`config.mk`:
```
export PLATFORM = sky130hd
export DESIGN_NAME = qvr_cordic_cell
export DESIGN_NICKNAME = d
export VERILOG_FILES = /design/src/qvr_pkg.sv /design/src/qvr_cordic_cell.sv
export SDC_FILE = /design/constraint.sdc
export NUM_CORES = 1
export LEC_CHECK = 0
export BUFFER_PORTS_ARGS = -buffer_cell sky130_fd_sc_hd__buf_2
export CAP_MARGIN = 0
export CORE_AREA = 5 5 231 233
export CTS_CLUSTER_SIZE = 20
export DETAILED_ROUTE_END_ITERATION = 6
export DIE_AREA = 0 0 236 238
export PLACE_DENSITY = 0.67
export RECOVER_POWER = 50
export SKIP_CTS_REPAIR_TIMING = 1
export SLEW_MARGIN = 40
export SYNTH_ARGS = -nofsm -noshare
export SYNTH_HDL_FRONTEND = slang
export SYNTH_SLANG_ARGS = --single-unit
```
`constraint.sdc`:
```
create_clock -name clock -period 11.58 [get_ports clock]
set_clock_uncertainty 0.2 [all_clocks]
set_input_delay 1.737 -clock clock [delete_from_list [all_inputs] [get_ports clock]]
set_output_delay 1.737 -clock clock [all_outputs]
set_load 0.1 [all_outputs]
```
`src/qvr_pkg.sv`:
```
`timescale 1ns / 1ps
// ----------------------------------------------------------------------------
// qvr_pkg
// Shared constants, widths, types and the arctangent table for the
// quaternion vector rotator.
// ----------------------------------------------------------------------------
package qvr_pkg;

   localparam int FRAC_BITS     = 16;
   localparam int CORDIC_STAGES = 16;
   localparam int ATAN_COUNT    = 30;
   localparam int NUM_CELLS     = (CORDIC_STAGES < ATAN_COUNT) ? CORDIC_STAGES : ATAN_COUNT;
   localparam int IDX_W         = 5;

   localparam int IN_W  = 32;
   localparam int ANG_W = 16;
   localparam int X_W   = 34;
   localparam int Z_W   = 33;

   localparam int CS_SHIFT = 30 - FRAC_BITS;
   localparam int CS_HALF  = (1 << CS_SHIFT) >> 1;
   localparam int CS_W     = FRAC_BITS + 3;
   localparam int U_W      = IN_W + CS_W - FRAC_BITS + 1;
   localparam int T_W      = U_W + IN_W + 3 - FRAC_BITS;
   localparam int A_W      = (T_W > IN_W) ? T_W : IN_W;
   localparam int P_W      = A_W + U_W;
   localparam int S_W      = P_W + 2;
   localparam int AL_W     = A_W / 2;
   localparam int BL_W     = U_W / 2;

   localparam logic signed [X_W-1:0] CORDIC_GAIN = X_W'(652032874);
   localparam int NUM_PROD = 12;

   typedef struct packed {
      logic signed [IN_W-1:0] vx;
      logic signed [IN_W-1:0] vy;
      logic signed [IN_W-1:0] vz;
      logic signed [IN_W-1:0] ax;
      logic signed [IN_W-1:0] ay;
      logic signed [IN_W-1:0] az;
      logic                   flip;
   } side_type;

   function automatic logic signed [Z_W-1:0] atan_lookup(input logic [IDX_W-1:0] idx);
      logic signed [Z_W-1:0] r;
      case (idx)
         5'd0:    r = Z_W'(536870912);
         5'd1:    r = Z_W'(316933406);
         5'd2:    r = Z_W'(167458907);
         5'd3:    r = Z_W'(85004756);
         5'd4:    r = Z_W'(42667331);
         5'd5:    r = Z_W'(21354465);
         5'd6:    r = Z_W'(10679838);
         5'd7:    r = Z_W'(5340245);
         5'd8:    r = Z_W'(2670163);
         5'd9:    r = Z_W'(1335087);
         5'd10:   r = Z_W'(667544);
         5'd11:   r = Z_W'(333772);
         5'd12:   r = Z_W'(166886);
         5'd13:   r = Z_W'(83443);
         5'd14:   r = Z_W'(41722);
         5'd15:   r = Z_W'(20861);
         5'd16:   r = Z_W'(10430);
         5'd17:   r = Z_W'(5215);
         5'd18:   r = Z_W'(2608);
         5'd19:   r = Z_W'(1304);
         5'd20:   r = Z_W'(652);
         5'd21:   r = Z_W'(326);
         5'd22:   r = Z_W'(163);
         5'd23:   r = Z_W'(81);
         5'd24:   r = Z_W'(41);
         5'd25:   r = Z_W'(20);
         5'd26:   r = Z_W'(10);
         5'd27:   r = Z_W'(5);
         5'd28:   r = Z_W'(3);
         5'd29:   r = Z_W'(1);
         default: r = '0;
      endcase
      return r;
   endfunction

endpackage

```
`src/qvr_cordic_cell.sv`:
```
`timescale 1ns / 1ps
// ----------------------------------------------------------------------------
// qvr_cordic_cell
// One rotation-mode CORDIC micro-rotation; carries the side payload along.
// ----------------------------------------------------------------------------
module qvr_cordic_cell (
   input  logic                          clock,
   input  logic                          reset,
   input  logic                          en,
   input  logic [qvr_pkg::IDX_W-1:0]     idx,
   input  logic                          valid_in,
   input  logic signed [qvr_pkg::X_W-1:0] x_in,
   input  logic signed [qvr_pkg::X_W-1:0] y_in,
   input  logic signed [qvr_pkg::Z_W-1:0] z_in,
   input  qvr_pkg::side_type             side_in,
   output logic                          valid_out,
   output logic signed [qvr_pkg::X_W-1:0] x_out,
   output logic signed [qvr_pkg::X_W-1:0] y_out,
   output logic signed [qvr_pkg::Z_W-1:0] z_out,
   output qvr_pkg::side_type             side_out
);
   import qvr_pkg::*;

   logic                  valid_ff;
   logic signed [X_W-1:0] x_ff, x_in_n, y_ff, y_in_n, dx, dy;
   logic signed [Z_W-1:0] z_ff, z_in_n, at;
   side_type              side_ff;

   always_comb begin
      dx = y_in >>> idx;
      dy = x_in >>> idx;
      at = atan_lookup(idx);
      if (!z_in[Z_W-1]) begin
         x_in_n = x_in - dx;
         y_in_n = y_in + dy;
         z_in_n = z_in - at;
      end else begin
         x_in_n = x_in + dx;
         y_in_n = y_in - dy;
         z_in_n = z_in + at;
      end
   end

   always_ff @(posedge clock) begin
      if (reset) begin
         valid_ff <= 1'b0;
      end else if (en) begin
         valid_ff <= valid_in;
      end
      if (en) begin
         x_ff    <= x_in_n;
         y_ff    <= y_in_n;
         z_ff    <= z_in_n;
         side_ff <= side_in;
      end
   end

   assign valid_out = valid_ff;
   assign x_out     = x_ff;
   assign y_out     = y_ff;
   assign z_out     = z_ff;
   assign side_out  = side_ff;

endmodule

```
==> run_results.csv <==
group,metric,value,unit
hold_path,worstHoldPathCells,2,
route,final_antenna_net_count,0,
sta,relSlewSlack,-275,%
sta,period_share,79.8,%
setup_path,reg2reg_slack,10.63,ns
synth,ys_warn_count,0,
synth,synth_top_family_by_area,"compound AO/OA/AOI/OAI gates",
sta,worst_slew_pin_slew,5.63,ns
sta,finalCriticalPeriod,9.25,ns
hold_path,hp-start,"valid_out",
synth,ys.flop_type,"edfxtp_1",
grt,grt_max_degree,98,
sta,setup_viol,0,
synth,ys_types,99,
final_layout,fin_nets,2933,
route,drt-total-wl,91.9,mm
synth,synthTopCellsByArea,"edfxtp_1 41%, mux4_2 8.1%, ha_1 6.3%",
cts,path_clk_slew,0.06,ns
cts,h-tree-depth,1,
synth,yosys.area.top_type,"edfxtp_1",
synth,synth.cell_area,21800,um^2
floorplanning,fp.dieW,236,um
synth,synth_xor_area_share,6.99,%
hold_path,hold_class,"flop to flop",
floorplanning,rows,83,
grt,grt_use_met2,56.2,%
synth,avgSynthCellArea,11.1,um^2
floorplanning,io_pins,598,
sta,setup_tns,0,ns
synth,synth_mux_area_share,13.3,%
floorplanning,core,51000,um^2
cts,root_buffer,"clkbuf_16",
pwr,p_leak,0.0108,uW
sta,hold_viol_final,0,
route,num_vias,19900,
setup_path,crit_type,"input port to flop",
route,wl_per_cell,28.5,um
sta,fmax,0.108,GHz
run_status,violations,"capacitance limit, slew limit",
setup_path,crit_arrival,9.26,ns
cts,clockBufferDepth,3,
grt,antenna_found_initial,12,
setup_path,required,11.59,ns
cts,cts_sinks,295,
grt,grt_pass1_vias,19000,
floorplanning,die-area,56200,um^2
route,viasPerCell,6.16,
floorplanning,initial_core_util,42.7,%
route,drc,0,
synth,synth_edf_count,294,
final_layout,drive_gt1_share,30.8,%
synth,synth-async-reset-ratio,0,%
synth,syn-num-nets,2387,
setup_path,worstRegToRegCells,2,
setup_path,crit_path_max_fanout,97,
setup_path,r2r_end,"valid_out",
grt,gr-usage-met3,5.91,%
synth,netlist_instances,1972,
synth,synth-seq-cells,295,
synth,synth_most_common_cell,"edfxtp_1",
hold_path,whs_endpoint,"valid_out",
grt,gr-total-overflow,0,
run_status,status,"complete, but fails checks",
grt,grt.total_usage,30.6,%
synth,yosysTopAreaCellShare,40.5,%
setup_path,crit_path_start_kind,"input port",
final_layout,final_cells,3227,
setup_path,r2r_start,"valid_out",
synth,synthAdderAreaFrac,6.53,%
cts,cts_buffers,31,
grt,grt_pass1_wl,130,mm
placement,dpl.cell_count,3165,
pwr,ir_drop,105,uV
run,maxCapViolCount,3,
synth,ys_seq_area_share,40.6,%
final_layout,area_delta_synth_final,20.6,%
synth,yosys.area_share.simple,11.7,%
cts,cts_tree,"built",
placement,port_buffers,597,
setup_path,end_kind,"flop",
grt,met1_usage,36.5,%
synth,synth_common_cells,"294 x edfxtp_1, 148 x a21oi_1, 130 x nor2_1, 125 x nand2_1, 109 x ha_1",
cts,clk_latency,0.57,ns
grt,busiest_layer,"met2",
route,first_pass_iters,6,
route,drtIter0Drc,1937,
floorplanning,die_height,238,um
pwr,finalPower,4930,uW
placement,dp_hpwl,72.5,mm
placement,place.gp.congestion,1.03,
synth,synth_compound_area_share,17.4,%
sta,rsz0062_at_grt,"false",
pwr,p_per_area,188,nW/um^2
sta,finalMaxSlewViolations,244,
[flip-flops by register name, summed over array words and instances, names as in the netlist]
register and flops:
y_out 34, valid_out 1, x_out 34, z_out 33, side_out 193
[layout by cell type, fill, tap and decap left out, drive strengths merged, types with 35 or more instances in the layout]
master,n
mux4,80
nand3,38
a21oi,148
inv,46
nor2,130
mux2,35
xor2,67
o21ai,92
mux2i,70
nand2,125
ha,109
buf,582
edfxtp,294
clkbuf,71
xnor2,107
a21o,49
[per-layer routing]
metal | vias up | share of wire [%]
met3 | 188 | 7.7
li1 | 8781 | -
met1 | 9839 | 37
met5 | - | 0.078
met2 | 1047 | 52
met4 | 10 | 3.8
[per-stage QoR]
stage	setup WS [ns]	hold slack (ns)	utilization, %	cell area (um^2)
after detailed placement	2.57	0.355	49.6	25300
after global routing	1.69	0.384	51.5	26300
after global placement	2.50	0.266	49.5	25200
after floorplan	4.43	0.771	-	21800
final	2.33	0.351	51.5	26300
after CTS	3.18	0.366	51.6	26300
[worst max-delay path by stage]
stage          startpoint             to  slack (ns)
2_1_floorplan      idx[0]      y_out[33]        4.43
4_1_cts            idx[0]      z_out[32]        3.18
5_1_grt                en  side_out[175]        1.69
3_5_place_dp       idx[0]      z_out[32]        2.57
3_3_place_gp       idx[0]      y_out[33]        2.50
6_report               en  side_out[137]        2.33
[layout make-up]
cell class                      instances  area, um^2
Clock inverter                         21         249
Inverter                               47         178
Antenna cell                            5        12.5
Fill cell                            4677       24700
Sequential cell                       295        8850
Timing Repair Buffer                  617        3120
Tap cell                              680         851
Clock buffer                           36         795
Multi-Input combinational cell       1526       12200
[critical path: stages]
cell      delay (ns)
clkbuf_1        3.83
clkbuf_1        2.67
buf_4           0.91
[report_power, final]
| part | internal [uW] | total, uW | switching, uW | leakage (uW) |
|---|---|---|---|---|
| clock network | 604 | 1030 | 425 | 0.000502 |
| logic | 560 | 2470 | 1910 | 0.00739 |
| registers | 1390 | 1440 | 46.3 | 0.00289 |
[kinds of logic (layout without fill, tap and decap cells)]
kind of cell    Yosys count  in the layout
buf+inv                 151            721
mux                     185            185
flops                   295            295
fa+ha+maj               112            112
simple gates            495            495
compound gates          560            560
xor+xnor                174            174
other cells               0              5
Power figures use the tool's default switching activity.
